**src/design/xrd_pkg.sv**
```systemverilog
// Package for the xorshift32 range draw block.
// Holds the command type passed from front to back, the state machine type and
// the generator constants. Depends on nothing.
package xrd_pkg;

    localparam int unsigned DATA_W = 32;

    localparam logic [DATA_W-1:0] DEFAULT_SEED = 32'hdeadbabe;
    localparam int unsigned SHIFT_A = 13;
    localparam int unsigned SHIFT_B = 17;
    localparam int unsigned SHIFT_C = 5;

    localparam int unsigned CNT_W = $clog2(DATA_W);

    typedef enum logic [1:0] {
        OP_LOAD,
        OP_EQUAL,
        OP_DRAW,
        OP_FULL
    } xrd_op_t;

    typedef struct packed {
        xrd_op_t           op;
        logic [DATA_W-1:0] base;
        logic [DATA_W-1:0] span;
    } xrd_cmd_t;

    typedef enum logic [1:0] {
        B_IDLE,
        B_DIV,
        B_ADD,
        B_OUT
    } xrd_back_state_t;

endpackage

```
**src/design/xrd_front.sv**
```systemverilog
// Front part of the xorshift32 range draw block.
// Classifies each accepted item, orders the bounds and forms the span.
// Depends on xrd_pkg.
module xrd_front (
    input  logic                     func,
    input  logic [31:0]              range_low,
    input  logic [31:0]              range_high,
    input  logic [31:0]              new_state,
    output xrd_pkg::xrd_cmd_t        cmd
);
    import xrd_pkg::*;

    logic              swap;
    logic [DATA_W-1:0] lo;
    logic [DATA_W-1:0] hi;
    logic [DATA_W-1:0] diff;

    always_comb
    begin
        swap = range_low > range_high;
        lo   = swap ? range_high : range_low;
        hi   = swap ? range_low : range_high;
        diff = hi - lo;

        cmd.span = diff + {{(DATA_W-1){1'b0}}, 1'b1};
        if (func)
        begin
            cmd.op   = OP_LOAD;
            cmd.base = new_state;
        end
        else
        begin
            cmd.base = lo;
            if (diff == '0)
            begin
                cmd.op = OP_EQUAL;
            end
            else if (&diff)
            begin
                cmd.op = OP_FULL;
            end
            else
            begin
                cmd.op = OP_DRAW;
            end
        end
    end

endmodule

```
**src/design/xrd_queue.sv**
```systemverilog
// Short command queue between the front and back parts.
// A register array with read and write pointers and a fill count.
// Depends on xrd_pkg.
module xrd_queue #(
    parameter int unsigned DEPTH = 2
) (
    input  logic              clk,
    input  logic              rst_n,
    input  logic              push_valid,
    output logic              push_stall,
    input  xrd_pkg::xrd_cmd_t push_cmd,
    output logic              pop_valid,
    input  logic              pop_take,
    output xrd_pkg::xrd_cmd_t pop_cmd
);
    import xrd_pkg::*;

    localparam int unsigned PTR_W = (DEPTH > 1) ? $clog2(DEPTH) : 1;
    localparam int unsigned CNT_QW = $clog2(DEPTH + 1);
    localparam logic [PTR_W-1:0] LAST_PTR = PTR_W'(DEPTH - 1);
    localparam logic [CNT_QW-1:0] FULL_CNT = CNT_QW'(DEPTH);

    xrd_cmd_t          mem_reg [DEPTH];
    logic [PTR_W-1:0]  wr_ptr_reg;
    logic [PTR_W-1:0]  wr_ptr_next;
    logic [PTR_W-1:0]  rd_ptr_reg;
    logic [PTR_W-1:0]  rd_ptr_next;
    logic [CNT_QW-1:0] count_reg;
    logic [CNT_QW-1:0] count_next;
    logic              do_push;
    logic              do_pop;

    assign push_stall = (count_reg == FULL_CNT);
    assign pop_valid  = (count_reg != '0);
    assign pop_cmd    = mem_reg[rd_ptr_reg];
    assign do_push    = push_valid && !push_stall;
    assign do_pop     = pop_take && pop_valid;

    always_comb
    begin
        wr_ptr_next = wr_ptr_reg;
        rd_ptr_next = rd_ptr_reg;
        count_next  = count_reg;
        if (do_push)
        begin
            wr_ptr_next = (wr_ptr_reg == LAST_PTR) ? '0 : wr_ptr_reg + 1'b1;
        end
        if (do_pop)
        begin
            rd_ptr_next = (rd_ptr_reg == LAST_PTR) ? '0 : rd_ptr_reg + 1'b1;
        end
        if (do_push && !do_pop)
        begin
            count_next = count_reg + 1'b1;
        end
        else if (do_pop && !do_push)
        begin
            count_next = count_reg - 1'b1;
        end
    end

    always_ff @(posedge clk or negedge rst_n)
    begin
        if (!rst_n)
        begin
            wr_ptr_reg <= '0;
            rd_ptr_reg <= '0;
            count_reg  <= '0;
        end
        else
        begin
            wr_ptr_reg <= wr_ptr_next;
            rd_ptr_reg <= rd_ptr_next;
            count_reg  <= count_next;
        end
    end

    always_ff @(posedge clk)
    begin
        if (do_push)
        begin
            mem_reg[wr_ptr_reg] <= push_cmd;
        end
    end

    a_count_bound: assert property (@(posedge clk) disable iff (!rst_n)
        count_reg <= FULL_CNT)
        else $error("Queue fill count exceeds its depth.");

    a_pop_moves: assert property (@(posedge clk) disable iff (!rst_n)
        (do_pop && !do_push) |=> (count_reg == $past(count_reg) - 1'b1))
        else $error("Queue count did not drop after a pop.");

endmodule

```
**src/design/xrd_back.sv**
```systemverilog
// Back part of the xorshift32 range draw block.
// Holds the generator state, advances it, runs the radix-2 remainder divider
// and holds the result register. Depends on xrd_pkg.
module xrd_back (
    input  logic              clk,
    input  logic              rst_n,
    input  logic              cmd_valid,
    output logic              cmd_take,
    input  xrd_pkg::xrd_cmd_t cmd,
    output logic              rsp_valid,
    input  logic              rsp_stall,
    output logic [31:0]       value,
    output logic [31:0]       state_out
);
    import xrd_pkg::*;

    xrd_back_state_t   state_reg;
    xrd_back_state_t   state_next;
    xrd_op_t           op_reg;
    xrd_op_t           op_next;
    logic [DATA_W-1:0] gen_reg;
    logic [DATA_W-1:0] gen_next;
    logic [DATA_W-1:0] value_reg;
    logic [DATA_W-1:0] value_next;
    logic [DATA_W-1:0] base_reg;
    logic [DATA_W-1:0] base_next;
    logic [DATA_W-1:0] span_reg;
    logic [DATA_W-1:0] span_next;
    logic [DATA_W-1:0] rem_reg;
    logic [DATA_W-1:0] rem_next;
    logic [DATA_W-1:0] dvd_reg;
    logic [DATA_W-1:0] dvd_next;
    logic [CNT_W-1:0]  cnt_reg;
    logic [CNT_W-1:0]  cnt_next;
    logic [DATA_W-1:0] seed_x;
    logic [DATA_W-1:0] step_a;
    logic [DATA_W-1:0] step_b;
    logic [DATA_W-1:0] advanced;
    logic [DATA_W:0]   trial;

    always_comb
    begin
        seed_x   = (gen_reg == '0) ? DEFAULT_SEED : gen_reg;
        step_a   = seed_x ^ (seed_x << SHIFT_A);
        step_b   = step_a ^ (step_a >> SHIFT_B);
        advanced = step_b ^ (step_b << SHIFT_C);
        trial    = {rem_reg, dvd_reg[DATA_W-1]} - {1'b0, span_reg};
    end

    always_comb
    begin
        state_next = state_reg;
        op_next    = op_reg;
        gen_next   = gen_reg;
        value_next = value_reg;
        base_next  = base_reg;
        span_next  = span_reg;
        rem_next   = rem_reg;
        dvd_next   = dvd_reg;
        cnt_next   = cnt_reg;
        cmd_take   = 1'b0;
        rsp_valid  = 1'b0;
        unique case (state_reg)
            B_IDLE:
            begin
                if (cmd_valid)
                begin
                    cmd_take  = 1'b1;
                    op_next   = cmd.op;
                    base_next = cmd.base;
                    span_next = cmd.span;
                    unique case (cmd.op)
                        OP_LOAD:
                        begin
                            gen_next   = cmd.base;
                            value_next = cmd.base;
                            state_next = B_OUT;
                        end
                        OP_EQUAL:
                        begin
                            value_next = cmd.base;
                            state_next = B_OUT;
                        end
                        OP_FULL:
                        begin
                            gen_next   = advanced;
                            value_next = advanced;
                            state_next = B_OUT;
                        end
                        OP_DRAW:
                        begin
                            gen_next   = advanced;
                            dvd_next   = advanced;
                            rem_next   = '0;
                            cnt_next   = '1;
                            state_next = B_DIV;
                        end
                        default:
                        begin
                            state_next = B_IDLE;
                        end
                    endcase
                end
            end
            B_DIV:
            begin
                if (trial[DATA_W])
                begin
                    rem_next = {rem_reg[DATA_W-2:0], dvd_reg[DATA_W-1]};
                end
                else
                begin
                    rem_next = trial[DATA_W-1:0];
                end
                dvd_next = {dvd_reg[DATA_W-2:0], 1'b0};
                if (cnt_reg == '0)
                begin
                    state_next = B_ADD;
                end
                else
                begin
                    cnt_next = cnt_reg - 1'b1;
                end
            end
            B_ADD:
            begin
                value_next = base_reg + rem_reg;
                state_next = B_OUT;
            end
            B_OUT:
            begin
                rsp_valid = 1'b1;
                if (!rsp_stall)
                begin
                    state_next = B_IDLE;
                end
            end
            default:
            begin
                state_next = B_IDLE;
            end
        endcase
    end

    always_ff @(posedge clk or negedge rst_n)
    begin
        if (!rst_n)
        begin
            state_reg <= B_IDLE;
            gen_reg   <= '0;
        end
        else
        begin
            state_reg <= state_next;
            gen_reg   <= gen_next;
        end
    end

    always_ff @(posedge clk)
    begin
        op_reg    <= op_next;
        value_reg <= value_next;
        base_reg  <= base_next;
        span_reg  <= span_next;
        rem_reg   <= rem_next;
        dvd_reg   <= dvd_next;
        cnt_reg   <= cnt_next;
    end

    assign value     = value_reg;
    assign state_out = gen_reg;

    a_cnt_steps: assert property (@(posedge clk) disable iff (!rst_n)
        (state_reg == B_DIV && cnt_reg != '0) |=> (cnt_reg == $past(cnt_reg) - 1'b1))
        else $error("Divider step count did not advance.");

    a_rem_bound: assert property (@(posedge clk) disable iff (!rst_n)
        (state_reg == B_ADD) |-> (rem_reg < span_reg))
        else $error("Remainder is not below the span.");

    a_draw_nonzero: assert property (@(posedge clk) disable iff (!rst_n)
        (rsp_valid && (op_reg == OP_DRAW || op_reg == OP_FULL)) |-> (gen_reg != '0))
        else $error("Advanced generator state is zero.");

    a_rsp_hold: assert property (@(posedge clk) disable iff (!rst_n)
        (rsp_valid && rsp_stall) |=> (rsp_valid && $stable(value_reg)))
        else $error("Result item changed while stalled.");

endmodule

```
**src/design/xorshift32_range_draw.sv**
```systemverilog
// Top level of the xorshift32 range draw block.
// Joins the front classifier, the command queue and the back unit.
// Depends on xrd_pkg, xrd_front, xrd_queue and xrd_back.
//
//  Channel  Handshake             Fields
//  req      req_valid/req_stall   func, range_low, range_high, new_state
//  rsp      rsp_valid/rsp_stall   value, state_out
//
// A draw item passes through the back unit in order: taking the command and
// advancing the state, the radix-2 remainder loop, the final add and presenting
// the result. Load, equal-bound and full-range items skip the loop and the add.
// The queue holds QUEUE_DEPTH items, so requests are taken while the back is busy.
// Reset clears the generator state to zero, the queue and the result valid.
module xorshift32_range_draw #(
    parameter int unsigned QUEUE_DEPTH = 2
) (
    input  logic        clk,
    input  logic        rst_n,
    input  logic        req_valid,
    output logic        req_stall,
    input  logic        func,
    input  logic [31:0] range_low,
    input  logic [31:0] range_high,
    input  logic [31:0] new_state,
    output logic        rsp_valid,
    input  logic        rsp_stall,
    output logic [31:0] value,
    output logic [31:0] state_out
);
    import xrd_pkg::*;

    xrd_cmd_t front_cmd;
    xrd_cmd_t back_cmd;
    logic     back_valid;
    logic     back_take;

    xrd_front u_front (
        .func       (func),
        .range_low  (range_low),
        .range_high (range_high),
        .new_state  (new_state),
        .cmd        (front_cmd)
    );

    xrd_queue #(
        .DEPTH (QUEUE_DEPTH)
    ) u_queue (
        .clk        (clk),
        .rst_n      (rst_n),
        .push_valid (req_valid),
        .push_stall (req_stall),
        .push_cmd   (front_cmd),
        .pop_valid  (back_valid),
        .pop_take   (back_take),
        .pop_cmd    (back_cmd)
    );

    xrd_back u_back (
        .clk       (clk),
        .rst_n     (rst_n),
        .cmd_valid (back_valid),
        .cmd_take  (back_take),
        .cmd       (back_cmd),
        .rsp_valid (rsp_valid),
        .rsp_stall (rsp_stall),
        .value     (value),
        .state_out (state_out)
    );

endmodule

```
**config.mk**
```make
export PLATFORM = sky130hd
export DESIGN_NAME = xorshift32_range_draw
export DESIGN_NICKNAME = d
export VERILOG_FILES = /design/src/design/xrd_pkg.sv /design/src/design/xrd_front.sv /design/src/design/xrd_queue.sv /design/src/design/xrd_back.sv /design/src/design/xorshift32_range_draw.sv
export SDC_FILE = /design/constraint.sdc
export NUM_CORES = 1
export LEC_CHECK = 0
export BUFFER_PORTS_ARGS = -buffer_cell sky130_fd_sc_hd__buf_2
export CORE_UTILIZATION = 60
export CTS_BUF_LIST = sky130_fd_sc_hd__clkbuf_2
export DETAILED_ROUTE_END_ITERATION = 8
export GPL_ROUTABILITY_DRIVEN = 0
export PLACE_DENSITY = 0.84
export SYNTH_ARGS = -nofsm -noshare
export SYNTH_HDL_FRONTEND = slang
export SYNTH_SLANG_ARGS = --single-unit
```
**constraint.sdc**
```tcl
create_clock -name clk -period 8.8 [get_ports clk]
set_input_delay 0.88 -clock clk [delete_from_list [all_inputs] [get_ports clk]]
set_output_delay 0.88 -clock clk [all_outputs]
set_load 0.01 [all_outputs]
```
* After elaboration in Yosys (flattened, before gate mapping)
Memories as Yosys holds them, arrays and structs flattened. Cells that the tools add are included. Widths: inputs -> output; s select.
Cells by class: add/sub/neg operators 9, magnitude comparators 1, equal/unequal tests 13, mux-type cells 35, bitwise operators 3, reductions and logical operators 27
Operators by type and width (count):
- $pmux 32 s2 | 5
- $mux 32 | 9
- $logic_not 32->1 | 2
- $xor 32x32->32 | 2
- $mux 34 | 1
- $sub 33x32->33 | 1
- $add 32x1->32 const B | 1
- $add 32x32->32 | 1
- $gt 32x32->1 | 1
- $reduce_and 32->1 | 1
- $sub 32x32->32 | 1
- $xor 32x15->32 | 1
- $mux 5 | 3
- $mux 2 | 6
- $reduce_and 3->1 | 4
- $eq 2x2->1 const B | 5
- $pmux 5 s2 | 1
- $reduce_bool 2->1 | 5
- $mux 1 | 8
- $ne 2x2->1 const B | 4
- $pmux 2 s4 | 1
- $logic_not 5->1 | 1
- $sub 5x1->5 const B | 1
- $eq 2x1->1 const B | 2
- other kinds (13) | 21
Word-level totals: bits in registers 203, bits in writable memories 132, bits of input ports 101, output and inout bits 66, word-level logic and storage cells 100, memories 1
Memory list:
- u_queue.mem_reg | depth 2, width 66, rd ports 1, clocked after memory_dff 0, wr ports 1, RTL line xrd_queue.sv:23 | xrd_cmd_t mem_reg [DEPTH];

* Depth between registers and ports, before layout
Gate-level depths: netlist of the first run.
word-level depth 8, gate-level depth with buffers 22, mapped depth without buffers 19

* Hierarchy
A second synthesis of the first run with hierarchy kept.
Second synthesis, totals: cells, all modules 2301, area, all modules 22479.1 µm²
By module, submodules not included:
- xrd_back | instances 1, cells an instance 1292, area an instance 12547.0 µm², seq. area each 5805.6 µm²
- xrd_queue | instances 1, cells an instance 224, area an instance 5073.6 µm², seq. area each 4063.9 µm²
- xrd_front | instances 1, cells an instance 785, area an instance 4858.4 µm², seq. area each 0.0 µm²

* Worst setup path after synthesis of the first run
OpenSTA, ideal clock, no wires.
kind register to register, from register u_back.state_reg[1], to register u_back.cnt_reg[0], enable pin, setup time 0.375 ns, data arrival time 6.323 ns, data required time 8.425 ns, path slack 2.103 ns, cell stages (with the launch flop) 7, path buffers 1, period minus slack after synthesis 6.697 ns, cells stage by stage dfrtp_1 -> inv_1 -> ha_1 -> clkbuf_1 -> clkinv_1 -> o21ai_0 -> a21boi_0
On the way: word-level cells in the longest chain between the ends 3, elaborated cells on any way between the ends 7, classes of those cells eq/ne: 4; reduce/logical: 3
RTL lines:
- start: declaration | RTL line xrd_back.sv:17 | xrd_back_state_t state_reg;
- start signal: assignment | RTL line xrd_back.sv:154 | state_reg <= state_next;
- $eq 2x1->1 or $logic_not 2->1 (tied branches) | RTL line xrd_back.sv:63 | unique case (state_reg)
- $ne 2x2->1 (no line) or $reduce_bool 2->1 (tied branches)
- $reduce_and 4->1 (no line) (*)
- end signal: assignment | RTL line xrd_back.sv:167 | cnt_reg <= cnt_next;
- end: declaration | RTL line xrd_back.sv:33 | logic [CNT_W-1:0] cnt_reg;
Every way passes the cells marked *; elsewhere a longest branch is shown, timed or not. A chain may end at the register's enable or synchronous reset.

* Final worst setup path of the first run
from register u_back.dvd_reg[31], to register u_back.rem_reg[6] (data pin)
On the way: word-level cells in the longest chain between the ends 3
RTL lines:
- start: declaration | RTL line xrd_back.sv:31 | logic [DATA_W-1:0] dvd_reg;
- start signal: assignment | RTL line xrd_back.sv:166 | dvd_reg <= dvd_next;
- $sub 33x32->33 | RTL line xrd_back.sv:47 | trial = {rem_reg, dvd_reg[DATA_W-1]} - {1'b0, span_reg};
- $mux 32 | RTL line xrd_back.sv:107 | if (trial[DATA_W])
- $pmux 32 s2 | RTL line xrd_back.sv:63
- end signal: assignment | RTL line xrd_back.sv:165 | rem_reg <= rem_next;
- end: declaration | RTL line xrd_back.sv:29 | logic [DATA_W-1:0] rem_reg;
Every way passes these cells.

==> impl_metrics.toml, run 1 <==
[outcome]
status = "complete, no violations"

[worst_hold_path]
hold_class = "input pin to async pin"

[drt]
ant_nets = 0
vias = 17600
avgRoutedWirePerCell_um = 19.9
via_per_inst = 6.20
detailedRoute.firstIterationViolations = 2291
drc_errors = 0
routed_wl_um = 56600
first_pass_iters = 7

[pwr]
power_mw = 10.2
power.density_nw_per_um2 = 436
p_leak_nw = 9.70
vdd_drop_max_uv = 399

[setup_path]
critPathArrivalTime_ns = 6.57
cp-end-kind = "register"
crit_type = "register to register"
startpoint_type = "register"
required_ns = 9.32
timing.rr.end = "u_back.rem_reg[6]$_SDFFCE_PN0P_"
reg2reg_depth = 19
ff2ff_setup_slack_ns = 2.75
r2r-start = "u_back.dvd_reg[31]$_DFFE_PP_"
crit_path_max_fanout = 34

[die]
core_um2 = 34800
die_h_um = 191
dieArea_um2 = 36500
num_rows = 68
initial_core_util_pct = 61.6
die_width_um = 191
design.portCount = 167

[global_routing]
track_usage_pct = 31.0
grt_util_met3_pct = 7.21
grt_pass1_vias = 16700
grt_pass1_wl_um = 87200
grt_max_degree = 67
antenna_found_initial = 4
grt-busiest-layer = "met2"
grt_overflow_total = 0
met1_usage_pct = 39.1
use_met2_pct = 50.9

[logic_synthesis]
synth.most_common_cell = "edfxtp_1"
synth_area_per_cell_um2 = 9.95
synth_common_cells = "edfxtp_1 (297), nor2_1 (242), a21oi_1 (187)"
synthArstFlopShare_pct = 11.3
syn_area_um2 = 21400
yosys_warnings = 0
yosysSeqAreaShare_pct = 46.1
synth.distinct_cells = 95
synth.area.top_cells = "edfxtp_1 (42%), ha_1 (6.1%), dfrtp_1 (4.4%), a21oi_1 (4.4%), nor2_1 (4.2%)"
synth-edff-count = 297
syn-num-nets = 2361
yosysTopAreaCell = "edfxtp_1"
yosysTopAreaCellShare_pct = 41.6
syn_inst = 2153
synth-seq-cells = 335
yosys_most_used_dff = "edfxtp_1"

[timing]
fin_crit_ns = 6.05
fin_tns_setup_ns = 0
tightest_slew_ns = 1.17
min_period_over_period_pct = 68.8
clock_skew_ns = 0.170
timing.slew.headroom_pct = 21.6
fmax_mhz = 165
whs_ns = 0.0431
setup_ws_ns = 2.75
setup_viol_count_final = 0
finalHoldViolCount = 0
slew_violations = 0
rsz0062_at_grt = "no"

[placement]
dpl.hpwl_um = 42200
place_ws_ns = 2.04
dpl_cell_area_um2 = 22600
io_buffers = 166
dp.cells = 2692

[clock_network]
htreeDepth = 3
cts_buffer_depth = 3
cts_sinks = 335
cts.reportedPaths.clkPinSlew_ns = 0.14
holdBufCountCts = 0
post_cts_buffers = 0
numCtsBuffers = 81
cts_resized = 0
root_buffer = "clkbuf_2"
insertion_delay_ns = 0.95
cts_tree = "built"

[finish]
nets = 2528
layoutNonFillerInstCount = 2842
area_delta_synth_final_pct = 9.04
largest_reg_flops = 132
final_cell_area_um2 = 23400
drive_above_1_share_pct = 17.7
finish.utilization_pct = 67.1

[job]
max-cap-violations = 0
cells by family (layout without fill, tap and decap cells):
kind of cell	Yosys count	count (layout)	synth area share, %
adders and majority gates	107	107	6.32
buffers and inverters	226	457	4.11
other	0	3	0
DFF	335	335	46.1
xor gates and xnor gates	172	172	7.15
muxes	142	142	7.04
AOI/OAI and AO/OA	485	485	13.9
and+or+nand+nor	686	686	15.4
report_power, final:
group          internal, mW  switching, mW  total [mW]
Sequential             2.74          0.413        3.16
Clock                 0.414          0.626        1.04
Combinational          2.29           3.70        6.00
Total                  5.45           4.74        10.2
cells in the final DEF, fill, tap and decap left out, types with 101 or more instances in the layout:
cell / count
a21oi_1: 187
buf_2: 166
clkbuf_2: 114
edfxtp_1: 297
ha_1: 104
inv_1: 128
nand2_1: 178
nor2_1: 241
o21ai_0: 129
xnor2_1: 101
how the worst max path moves through the flow:
stage / cells past startpoint / slack [ns] / end / startpoint
floorplan: 6 / 2.10 / u_back.cnt_reg[0]$_SDFFCE_PN1P_ / u_back.state_reg[1]$_DFFE_PN0P_
global placement: 20 / 2.14 / u_queue.mem_reg[0][64]$_DFFE_PP_ / range_high[30]
detailed placement: 20 / 2.04 / u_queue.mem_reg[0][64]$_DFFE_PP_ / range_high[18]
CTS: 19 / 2.93 / u_back.rem_reg[6]$_SDFFCE_PN0P_ / u_back.dvd_reg[31]$_DFFE_PP_
global route: 19 / 2.35 / u_back.rem_reg[5]$_SDFFCE_PN0P_ / u_back.dvd_reg[31]$_DFFE_PP_
finish: 19 / 2.75 / u_back.rem_reg[6]$_SDFFCE_PN0P_ / u_back.dvd_reg[31]$_DFFE_PP_
area by class of cell:
cell class	instances	area, um2
repair buffers	180	936
diodes	3	7.51
inverters	130	488
fillers	2649	11400
clock buffers	114	571
clock inverters	33	195
flip-flops and latches	335	9870
multi-input cells	1592	10700
well taps	455	569
per-layer routing:
metal  wire length (um)  vias up  part of all wire (%)
met5                 13        -                 0.023
met1              21800     8186                    39
met2              26200     1069                    46
met4               2370        2                   4.2
met3               6200      184                    11
li1                   -     8171                     -
worst max-delay path, stage by stage (launching register included):
cell       delay [ns]
edfxtp_1         0.39
inv_1            0.06
ha_1             0.22
fa_1             0.41
nor2b_1          0.13
o21ai_0          0.11
a21boi_0         0.43
o21ai_0          0.24
a21oi_1          0.30
a41oi_1          0.23
a2111oi_0        0.71
a2111oi_0        0.17
nor3_1           0.45
o41ai_1          0.19
o211ai_1         0.32
nand2_1          0.19
o311ai_4         0.28
buf_4            0.51
mux2i_1          0.26
nor2_1           0.06
No activity file was read; power rests on OpenSTA's default activity.
==> run 2, diff against run 1 <==
Settings changed: ABC_AREA from default to 1, CORE_UTILIZATION 60 to 57, PLACE_DENSITY 0.84 to 0.83.
Clock period 8.8 ns to 5.5 ns, I/O delays scaled along.
==> run 2 against run 1 <==
  * Flip-flop and latch count is the same
  * Final cell count grew 22%
  * Die area up 7.7%
  * Via count up 13%
  * Synthesized area is 2.4% higher
  * Clock skew decreased by 0.058 ns
  * Global-route usage grew 0.079 points
  * Setup slack got worse by 1.6 ns
  * Worst hold slack better by 0.026 ns
  * Sequential power rose by 60%
  * Cell area grew 3.4%
==> impl_metrics.toml, run 2 <==
[setup_path]
cp-end-kind = "register"
critPathArrivalTime_ns = 5.01
crit_type = "register to register"
crit_path_max_fanout = 64
startpoint_type = "register"
required_ns = 6.18

[timing]
tightest_slew_ns = 1.17
slew_violations = 0
fmax_mhz = 231
rsz0062_at_grt = "no"
finalHoldViolCount = 0
min_period_over_period_pct = 78.7
fin_tns_setup_ns = 0
timing.slew.headroom_pct = 21.9
setup_ws_ns = 1.17
fin_crit_ns = 4.33
clock_skew_ns = 0.112
setup_viol_count_final = 0

[clock_network]
cts.reportedPaths.clkPinSlew_ns = 0.11
cts_buffer_depth = 3
insertion_delay_ns = 0.96
htreeDepth = 3
cts_resized = 0
cts_sinks = 335
cts_tree = "built"
numCtsBuffers = 80
root_buffer = "clkbuf_2"

[drt]
ant_nets = 0
first_pass_iters = 8
routed_wl_um = 60800
avgRoutedWirePerCell_um = 17.5
detailedRoute.firstIterationViolations = 2024
drc_errors = 0
via_per_inst = 5.72
vias = 19800

[placement]
dpl.hpwl_um = 46400
place_ws_ns = 0.591
io_buffers = 166
dpl_cell_area_um2 = 23300

[logic_synthesis]
synth.distinct_cells = 55
yosysTopAreaCellShare_pct = 40.6
syn_inst = 2685
synth_common_cells = "nand2_1 (737), inv_1 (321), edfxtp_1 (297)"
yosysTopAreaCell = "edfxtp_1"
yosysSeqAreaShare_pct = 45.0
syn_area_um2 = 21900
yosys_most_used_dff = "edfxtp_1"
synth_area_per_cell_um2 = 8.17
synth-edff-count = 297
synth-seq-cells = 335
yosys_warnings = 0
syn-num-nets = 2893
synth.most_common_cell = "nand2_1"
synth.area.top_cells = "edfxtp_1 (41%), nand2_1 (13%), ha_1 (6.0%), inv_1 (5.5%), o21ai_0 (4.5%)"
synthArstFlopShare_pct = 11.3

[pwr]
power.density_nw_per_um2 = 667
seq_power_share_pct = 31.5
vdd_drop_max_uv = 442
p_sw_mw = 8.02
switching_share_pct = 49.8
share_comb_of_total_power_pct = 58.2
p_leak_nw = 11.0
internal_power_mw = 8.09
clkPwrFrac_pct = 10.3
power_mw = 16.1

[global_routing]
grt_max_degree = 90
grt_overflow_total = 0
track_usage_pct = 31.1
antenna_found_initial = 1
grt_pass1_vias = 18800
grt_pass1_wl_um = 94500

[worst_hold_path]
hold_class = "input pin to register"

[finish]
largest_reg_flops = 132
area_delta_synth_final_pct = 10.1
drive_above_1_share_pct = 15.4
finish.utilization_pct = 64.0
final_common_cell = "nand2_1"
final_cell_area_um2 = 24200
nets = 3097
layout_common_cells = "nand2_1 (737), inv_1 (321), edfxtp_1 (297)"

[die]
initial_core_util_pct = 58.1
die_h_um = 198
die_width_um = 198
num_rows = 71
design.portCount = 167
core_um2 = 37800
dieArea_um2 = 39300

[job]
max-cap-violations = 0

[outcome]
status = "complete, no violations"
## run 2: cell types whose count changed after synthesis, moves of 34 or more
cell and delta:
mux2i_1 -67, nor2_1 -36, xnor2_1 -47, a21oi_1 -34
inv_1 +192, mux2_2 -70, nand2_1 +559, or2_2 +47
o21ai_0 +67, nand3_1 +58
## run 2: power by group through the flow
stage	sequential [mW]	clock, mW	combinational [mW]
after floorplan	5.04	0	6.34
after global placement	5.06	0	8.74
after detailed placement	5.11	0	9.05
after CTS	5.05	1.68	9.11
after global routing	5.14	1.80	10.3
final	5.07	1.66	9.38
## run 2: cell type report
class | count | area, um2
fill | 3050 | 13600
multi-input combinational | 1939 | 10600
sequential | 335 | 9870
inverter | 341 | 1280
timing repair buffer | 192 | 1050
tap | 511 | 639
clock buffer | 114 | 571
clock inverter | 31 | 189
antenna | 1 | 2.50
## run 2: cell families (layout without fill, tap and decap cells)
| kind of cell | Yosys count | count (layout) | share of synthesized area [%] |
|---|---|---|---|
| buf+inv | 411 | 678 | 7.22 |
| simple gates | 1241 | 1241 | 24.7 |
| mux | 5 | 5 | 0.228 |
| xor+xnor | 135 | 135 | 5.56 |
| flops | 335 | 335 | 45.0 |
| other cells | 0 | 1 | 0 |
| compound gates | 451 | 451 | 11.2 |
| fa+ha+maj | 107 | 107 | 6.17 |
## run 2: worst paths after layout
kind | slack [ns] | cells after the start | end | start
setup / recovery | 1.17 | 26 | u_back.rem_reg[15]$_SDFFCE_PN0P_ | u_back.span_reg[0]$_DFFE_PP_
hold / removal | 0.07 | 3 | u_queue.mem_reg[1][57]$_DFFE_PP_ | new_state[25]
setup reg to reg | 1.17 | 26 | u_back.rem_reg[15]$_SDFFCE_PN0P_ | u_back.span_reg[0]$_DFFE_PP_
hold reg to reg | 0.49 | 2 | u_back.span_reg[18]$_DFFE_PP_ | u_queue.mem_reg[0][18]$_DFFE_PP_
max in group asynchronous | 4.53 | 2 | u_queue.rd_ptr_reg$_DFFE_PN0P_ | rst_n
min in group asynchronous | 0.26 | 2 | u_back.state_out[26]$_DFFE_PN0P_ | rst_n
## run 2: layer usage
layer	vias to the layer above	GRT usage, %	routed length [um]
met2	1160	50.8	28000
met1	9004	37.9	23000
met5	-	0	0
li1	9398	-	-
met3	255	6.08	5980
met4	0	19.6	3830
## run 2: through the flow
| stage | hold slack [ns] | instances |
|---|---|---|
| detailed placement | 0.503 | 3309 |
| finish | 0.0691 | 3464 |
| global placement | 0.494 | 3309 |
| CTS | 0.000520 | 3460 |
| floorplan | 0.254 | 2685 |
| global route | 0.0218 | 3464 |
## run 2: critical path: stages (launching register included)
cell and delay, ns:
edfxtp_1 0.47, ha_1 0.25, fa_1 0.41, o211ai_1 0.31
nand2_1 0.10, nand2_1 0.12, nand3_1 0.08, nand2_1 0.10
nand2_1 0.06, a21oi_1 0.23, nand2_1 0.09, nand2_1 0.12
nand2_1 0.06, nand2_1 0.09, nand2_1 0.07, nand2_1 0.10
nand2_1 0.06, nand2_1 0.11, nand2_1 0.06, nand2_1 0.11
nand2_1 0.09, nand4_1 0.07, nand2_1 0.06, clkinv_1 0.04
buf_4 0.46, o21ai_0 0.15, a21oi_1 0.22
## run 2: repair_timing
action,4_1_cts,5_1_grt
endpoints found under the hold margin,48,6
buffers inserted,0,0
hold buffers,6,3
